### src/design/bscff_pkg.sv
`timescale 1ns / 1ps

package bscff_pkg;

  localparam int WORD_BITS = 64;
  localparam int OFF_W     = 6;
  localparam int IDX_W     = 10;
  localparam int POS_W     = 10;
  localparam int SIZE_W    = 11;
  localparam int MODE_W    = 3;

  localparam logic [SIZE_W-1:0]    SIZE_RESET = 11'd1024;
  localparam logic [WORD_BITS-1:0] WORD_ONES  = {WORD_BITS{1'b1}};
  localparam logic [WORD_BITS-1:0] WORD_ONE   = {{(WORD_BITS-1){1'b0}}, 1'b1};

  typedef enum logic [MODE_W-1:0] {
    OP_TEST      = 3'd0,
    OP_SET       = 3'd1,
    OP_CLEAR     = 3'd2,
    OP_FIND_SET  = 3'd3,
    OP_FIND_ZERO = 3'd4,
    OP_CLEAR_ALL = 3'd5
  } op_t;

  typedef enum logic [2:0] {
    S_CLEAR,
    S_IDLE,
    S_RMW,
    S_SEARCH,
    S_DONE
  } state_t;

  typedef struct packed {
    logic             hit;
    logic [OFF_W-1:0] off;
  } scan_res_t;

  // lowest set bit of a word
  function automatic logic [OFF_W-1:0] first_one(input logic [WORD_BITS-1:0] w);
    logic [OFF_W-1:0] r;
    r = '0;
    for (int i = WORD_BITS - 1; i >= 0; i--) begin
      if (w[i]) begin
        r = OFF_W'(i);
      end
    end
    return r;
  endfunction

endpackage

### src/design/bscff_ram.sv
`timescale 1ns / 1ps

module bscff_ram #(
  parameter int WIDTH = 64,
  parameter int DEPTH = 16,
  parameter int AW    = (DEPTH > 1) ? $clog2(DEPTH) : 1
) (
  input  logic             clk,
  input  logic             we,
  input  logic [AW-1:0]    waddr,
  input  logic [WIDTH-1:0] wdata,
  input  logic [AW-1:0]    raddr,
  output logic [WIDTH-1:0] rdata
);

  logic [WIDTH-1:0] mem [DEPTH];

  always_ff @(posedge clk) begin
    if (we) begin
      mem[waddr] <= wdata;
    end
    rdata <= mem[raddr];
  end

endmodule

### src/design/bscff_scan.sv
`timescale 1ns / 1ps

module bscff_scan (
  input  logic [bscff_pkg::WORD_BITS-1:0] data,
  input  logic                            want_set,
  input  logic [bscff_pkg::OFF_W-1:0]     low_off,
  input  logic                            hi_all,
  input  logic [bscff_pkg::OFF_W-1:0]     hi_off,
  output bscff_pkg::scan_res_t            res
);
  import bscff_pkg::*;

  logic [WORD_BITS-1:0] pol;
  logic [WORD_BITS-1:0] lo_mask;
  logic [WORD_BITS-1:0] hi_mask;
  logic [WORD_BITS-1:0] cand;

  always_comb begin
    pol     = want_set ? data : ~data;
    lo_mask = WORD_ONES << low_off;
    // bits at or above the search limit are masked off in the last word
    hi_mask = hi_all ? WORD_ONES : ~(WORD_ONES << hi_off);
    cand    = pol & lo_mask & hi_mask;
    res.hit = |cand;
    res.off = first_one(cand);
  end

endmodule

### src/design/bitmap_set_clear_find_first.sv
`timescale 1ns / 1ps
// Test, set and clear: a read-modify-write state, then the result state; an index past the
// map goes straight to the result. in_stall stays high until the item's result is loaded.
// Searches: 64-bit words are scanned from the start word until a hit or the last word below
// the size limit, none when the start is at or past the size; the single read port gives
// one word a cycle. Clear all: a pass writes every word to zero, then the result. Synchronous
// reset starts a clearing pass with in_stall high; size_bits is 1024 at once.
module bitmap_set_clear_find_first #(
  parameter int MAP_BITS = 1024
) (
  input  logic                         clk,
  input  logic                         rst,
  input  logic                         in_valid,
  output logic                         in_stall,
  input  logic [bscff_pkg::MODE_W-1:0] mode,
  input  logic [bscff_pkg::IDX_W-1:0]  bit_addr,
  input  logic                         cfg_wr_en,
  input  logic [bscff_pkg::SIZE_W-1:0] cfg_wr_data,
  output logic                         out_valid,
  input  logic                         out_stall,
  output logic                         found,
  output logic [bscff_pkg::POS_W-1:0]  position,
  output logic                         bit_value
);
  import bscff_pkg::*;

  localparam int NWORDS = (MAP_BITS + WORD_BITS - 1) / WORD_BITS;
  localparam int AW     = (NWORDS > 1) ? $clog2(NWORDS) : 1;
  localparam logic [AW-1:0] LAST_WORD = AW'(NWORDS - 1);

  state_t state, state_next;

  logic [SIZE_W-1:0]    size_bits;
  op_t                  op;
  logic [OFF_W-1:0]     start_off;
  logic [SIZE_W-1:0]    lim;
  logic [AW-1:0]        cur_word;
  logic                 first_word;
  logic [AW-1:0]        clr_addr;
  logic                 clr_reply;
  logic                 res_found;
  logic [POS_W-1:0]     res_pos;
  logic                 res_val;

  logic                 in_acc;
  logic                 out_load;
  op_t                  in_op;
  logic [AW-1:0]        idx_word;
  logic                 idx_in_map;
  logic [SIZE_W-1:0]    lim_now;
  logic                 start_ok;

  logic                 ram_we;
  logic [AW-1:0]        ram_waddr;
  logic [WORD_BITS-1:0] ram_wdata;
  logic [AW-1:0]        ram_raddr;
  logic [WORD_BITS-1:0] ram_rdata;

  logic [WORD_BITS-1:0] bit_mask;
  logic [31:0]          next_base;
  logic [31:0]          lim_rem;
  logic                 last_word;
  logic [OFF_W-1:0]     low_off;
  logic                 hi_all;
  scan_res_t            scan;

  assign in_op      = op_t'(mode);
  assign idx_word   = AW'(bit_addr >> OFF_W);
  assign idx_in_map = 32'(bit_addr) < 32'(MAP_BITS);
  assign lim_now    = (32'(size_bits) > 32'(MAP_BITS)) ? SIZE_W'(MAP_BITS) : size_bits;
  assign start_ok   = 32'(bit_addr) < 32'(lim_now);
  assign in_acc     = in_valid && !in_stall;

  // search bookkeeping for the word now on the memory output
  assign next_base = (32'(cur_word) + 32'd1) << OFF_W;
  assign lim_rem   = 32'(lim) - (32'(cur_word) << OFF_W);
  assign last_word = next_base >= 32'(lim);
  assign hi_all    = !(next_base > 32'(lim));
  assign low_off   = first_word ? start_off : '0;
  assign bit_mask  = WORD_ONE << start_off;

  bscff_ram #(
    .WIDTH (WORD_BITS),
    .DEPTH (NWORDS)
  ) u_ram (
    .clk   (clk),
    .we    (ram_we),
    .waddr (ram_waddr),
    .wdata (ram_wdata),
    .raddr (ram_raddr),
    .rdata (ram_rdata)
  );

  bscff_scan u_scan (
    .data     (ram_rdata),
    .want_set (op == OP_FIND_SET),
    .low_off  (low_off),
    .hi_all   (hi_all),
    .hi_off   (lim_rem[OFF_W-1:0]),
    .res      (scan)
  );

  // next state
  always_comb begin
    state_next = state;
    case (state)
      S_CLEAR: begin
        if (clr_addr == LAST_WORD) begin
          state_next = clr_reply ? S_DONE : S_IDLE;
        end
      end
      S_IDLE: begin
        if (in_acc) begin
          case (in_op)
            OP_TEST, OP_SET, OP_CLEAR: state_next = idx_in_map ? S_RMW : S_DONE;
            OP_FIND_SET, OP_FIND_ZERO: state_next = start_ok ? S_SEARCH : S_DONE;
            OP_CLEAR_ALL:              state_next = S_CLEAR;
            default:                   state_next = S_DONE;
          endcase
        end
      end
      S_RMW: state_next = S_DONE;
      S_SEARCH: begin
        if (scan.hit || last_word) begin
          state_next = S_DONE;
        end
      end
      S_DONE: begin
        if (!out_valid || !out_stall) begin
          state_next = S_IDLE;
        end
      end
      default: state_next = S_IDLE;
    endcase
  end

  // control outputs
  always_comb begin
    in_stall  = 1'b1;
    ram_we    = 1'b0;
    ram_waddr = cur_word;
    ram_wdata = '0;
    ram_raddr = idx_word;
    out_load  = 1'b0;
    case (state)
      S_CLEAR: begin
        ram_we    = 1'b1;
        ram_waddr = clr_addr;
      end
      S_IDLE: in_stall = 1'b0;
      S_RMW: begin
        ram_we    = (op == OP_SET) || (op == OP_CLEAR);
        ram_wdata = (op == OP_SET) ? (ram_rdata | bit_mask) : (ram_rdata & ~bit_mask);
      end
      S_SEARCH: ram_raddr = cur_word + AW'(1);
      S_DONE:   out_load  = !out_valid || !out_stall;
      default: ;
    endcase
  end

  always_ff @(posedge clk) begin
    if (rst) begin
      state     <= S_CLEAR;
      size_bits <= SIZE_RESET;
      clr_addr  <= '0;
      clr_reply <= 1'b0;
      out_valid <= 1'b0;
    end else begin
      state <= state_next;
      if (cfg_wr_en) begin
        size_bits <= cfg_wr_data;
      end
      if (state == S_CLEAR) begin
        clr_addr <= (clr_addr == LAST_WORD) ? '0 : clr_addr + AW'(1);
      end
      if (in_acc && in_op == OP_CLEAR_ALL) begin
        clr_reply <= 1'b1;
      end
      if (out_load) begin
        out_valid <= 1'b1;
      end else if (!out_stall) begin
        out_valid <= 1'b0;
      end
    end
  end

  always_ff @(posedge clk) begin
    if (in_acc) begin
      op         <= in_op;
      start_off  <= bit_addr[OFF_W-1:0];
      lim        <= lim_now;
      cur_word   <= idx_word;
      first_word <= 1'b1;
      res_found  <= 1'b0;
      res_pos    <= '0;
      res_val    <= 1'b0;
    end
    if (state == S_RMW) begin
      case (op)
        OP_SET:   res_val <= 1'b1;
        OP_CLEAR: res_val <= 1'b0;
        default:  res_val <= ram_rdata[start_off];
      endcase
    end
    if (state == S_SEARCH) begin
      first_word <= 1'b0;
      if (scan.hit) begin
        res_found <= 1'b1;
        res_pos   <= POS_W'((32'(cur_word) << OFF_W) | 32'(scan.off));
      end else if (!last_word) begin
        cur_word <= cur_word + AW'(1);
      end
    end
    if (out_load) begin
      found     <= res_found;
      position  <= res_pos;
      bit_value <= res_val;
    end
  end

endmodule

### config.mk
export PLATFORM = sky130hd
export DESIGN_NAME = bitmap_set_clear_find_first
export DESIGN_NICKNAME = d
export VERILOG_FILES = /design/src/design/bscff_pkg.sv /design/src/design/bscff_ram.sv /design/src/design/bscff_scan.sv /design/src/design/bitmap_set_clear_find_first.sv
export SDC_FILE = /design/constraint.sdc
export NUM_CORES = 2
export LEC_CHECK = 0
export BUFFER_PORTS_ARGS = -buffer_cell sky130_fd_sc_hd__buf_2
export CORE_UTILIZATION = 61
export CTS_BUF_LIST = sky130_fd_sc_hd__clkbuf_16
export DETAILED_ROUTE_END_ITERATION = 10
export PLACE_DENSITY = 0.77
export SYNTH_ARGS = -nofsm -noshare
export SYNTH_HDL_FRONTEND = slang
export SYNTH_SLANG_ARGS = --single-unit
### constraint.sdc
create_clock -name clk -period 14.7 [get_ports clk]
set_input_delay 1.47 -clock clk [delete_from_list [all_inputs] [get_ports clk]]
set_output_delay 1.47 -clock clk [all_outputs]
set_load 0.05 [all_outputs]
==> metrics.cfg <==
[synthesis]
synth-seq-cells=1157
synthTopCellsByCount=1,057 x edfxtp_1, 277 x mux4_2, 229 x a21oi_1
synth_top_area_share=0.648
synth-seq-area-share=0.689
synth_cells=2948
synth-async-reset-ratio=0
synth_edf_count=1057
synth_top_flop_cell=edfxtp_1
synth_area_mm2=0.0490
yosysTopAreaCell=edfxtp_1
yosys_warnings=0
ys_types=96
yosysMostFrequentCell=edfxtp_1
syn_nets=2993
syn_avg_cell_area_um2=16.6
synth_area_leaders=edfxtp_1 65%, mux4_2 13%, dfxtp_1 4.1%

[setup_path]
crit_chain=nor2b_1 > nand2_1 > a21oi_4 > buf_12 > buf_4 > mux4_2 > nor2b_1 > a211oi_1 > a21oi_1
rr_startpoint=state[0]
worstPathRequired_ps=15170
crit_top_cell=nor2b_1
critPathMaxFanout=105
r2r_cells=9
slowest_stage=a21oi_4
critical_path_buf_inv_count=2
crit_family=compound AO/OA/AOI/OAI gates
criticalPathCategory=reg2reg
cp.arrival_ps=5660
endpoint_kind=register
cp.depth=9
cpPeakStageDelay_ps=970
cp-start-kind=register
crit_path_start=state[0]

[run]
cap_violations=0

[floorplanning]
die_h_um=285
core_area_mm2=0.0793
io_pins=43
num_rows=103
initial_core_util=0.618
fp.dieW_um=285
die_area_mm2=0.0814

[final_layout]
syn2layout_area_growth_pct=9.63
finish.utilization=0.677
drive_gt1_frac=0.191
nNetsFinal=3007
fill_cells=5033
fin_area_mm2=0.0537

[drt]
dr.first_iter.drc_count=3725
dr.pass1.iters=7
wirelength_um=131000
vias_per_cell=7.07
drc=0
wire_per_inst_um=31.9
ant_nets=0
vias=29000

[clocking]
clk_latency_ps=690
htreeDepth=3
ctsHoldBuffers=0
post-cts-setup-buffers=0
cts_tree=built
postCtsResizedCells=0
clk_pin_slew_ps=60
clock_path_buffers=3
cts.sinks=1157
numCtsBuffers=107
cts_root_buf=clkbuf_16

[global_routing]
overflow=0
grt_pass1_wl_um=191000
grt_use_total=0.324
grt_pass1_vias=28600
grt_max_degree=106
antenna_found_initial=2

[timing]
min_period_ps=5200
slew_violations=0
fmax_mhz=192
tightest_slew_ps=1360
setup_viol=0
final_hold_viol_count=0
finalCritPeriodShare=0.353
slew_headroom=0.0953
tns_ps=0
rsz0062_at_grt=false
skew_ps=35.7
worst_slack_ps=9500

[worst_hold_path]
holdPathStages=0
holdCritStartpoint=res_val
hold_path_class=reg2reg

[power_and_ir_drop]
p_comb_frac=0.084
sw_frac_of_total=0.232
p_leak_uw=0.0161
internal_power_uw=5370
p_per_area_mw_per_mm2=130
seqPwrFrac=0.532
p_sw_uw=1620
ir_drop_mv=0.0906
power_frac_clock=0.384

[place]
place_congestion=0.994
dpl.hpwl_um=74600
placed_area_mm2=0.0503
numPortBuffers=42
pre_cts_slack_ps=9290

[run_status]
status=finished clean

[power groups by stage]
| stage | clock, µW | sequential [µW] | combinational (µW) |
|---|---|---|---|
| 2_1_floorplan | 0 | 3750 | 413 |
| 3_3_place_gp | 0 | 3780 | 566 |
| 3_5_place_dp | 0 | 3780 | 572 |
| 4_1_cts | 2710 | 3720 | 578 |
| 5_1_grt | 2830 | 3720 | 623 |
| 6_report | 2680 | 3720 | 585 |
[final timing paths]
check | slack [ps] | to
hold reg to reg | 430 | bit_value
setup reg to reg | 9500 | u_ram.rdata[22]
setup / recovery | 9500 | u_ram.rdata[22]
hold / removal | 430 | bit_value
[sequential cells by signal, indices dropped and copies added, names as in the netlist, 4 cells and up]
signal / count
res_pos: 10
lim: 11
position: 10
start_off: 6
cur_word: 4
clr_addr: 4
u_ram.rdata: 64
size_bits: 11
u_ram.mem: 1024
[metrics by stage]
step,hold slack [ps],total power (µW),cells
CTS,430,7000,4103
global placement,408,4340,3902
floorplan,400,4160,2948
global route,446,7170,4104
detailed placement,415,4360,3902
finish,427,6990,4106
[final cells by class]
class / instances / area (µm²) / area share
clock buffer: 109 / 2730 / 0.0508
multi-input combinational: 1556 / 14400 / 0.268
inverter: 39 / 146 / 0.00273
tap: 1050 / 1310 / 0.0245
timing repair buffer: 101 / 678 / 0.0126
antenna: 2 / 5.00 / 0.0000932
sequential: 1157 / 33700 / 0.629
clock inverter: 92 / 684 / 0.0128
[cell usage in the layout (no fill, tap or decap), types with 10 or more instances in the layout]
cell       instances
inv_1             72
o31ai_1           11
mux2i_1           75
nand4_1           13
and3_1            10
clkinv_2          15
a31oi_1           18
ha_1              16
o211ai_1          18
or2_2             11
a21oi_1          226
mux4_2           277
clkinv_1          25
xnor2_1           55
a22oi_1           14
nor3_1            30
and2_1            15
clkbuf_16        109
nor2_4            16
dfxtp_1          100
buf_4             57
nand3_1           89
nor2_1            82
nand2_1          113
a211oi_1          82
a21o_1            17
nand2b_1          16
o21ai_0          124
o22ai_1           16
edfxtp_1        1057
nor2b_1           72
buf_2             42
[per-layer routing]
metal,global-route usage,share of wire,vias to the layer above
li1,-,-,11900
met1,0.454,0.37,14700
met2,0.504,0.47,2087
met3,0.0594,0.11,365
met4,0.143,0.046,4
met5,0,0.00049,-
[cells by family after synthesis]
logic type | after synthesis | synth area share
flip-flops | 1157 | 0.689
AO/OA/AOI/OAI | 620 | 0.0796
AND/OR/NAND/NOR | 511 | 0.0534
multiplexers | 354 | 0.143
buffers and inverters | 235 | 0.0206
XOR/XNOR | 55 | 0.00984
adder cells (fa/ha/maj) | 16 | 0.00409
Power figures use the tool's default switching activity.
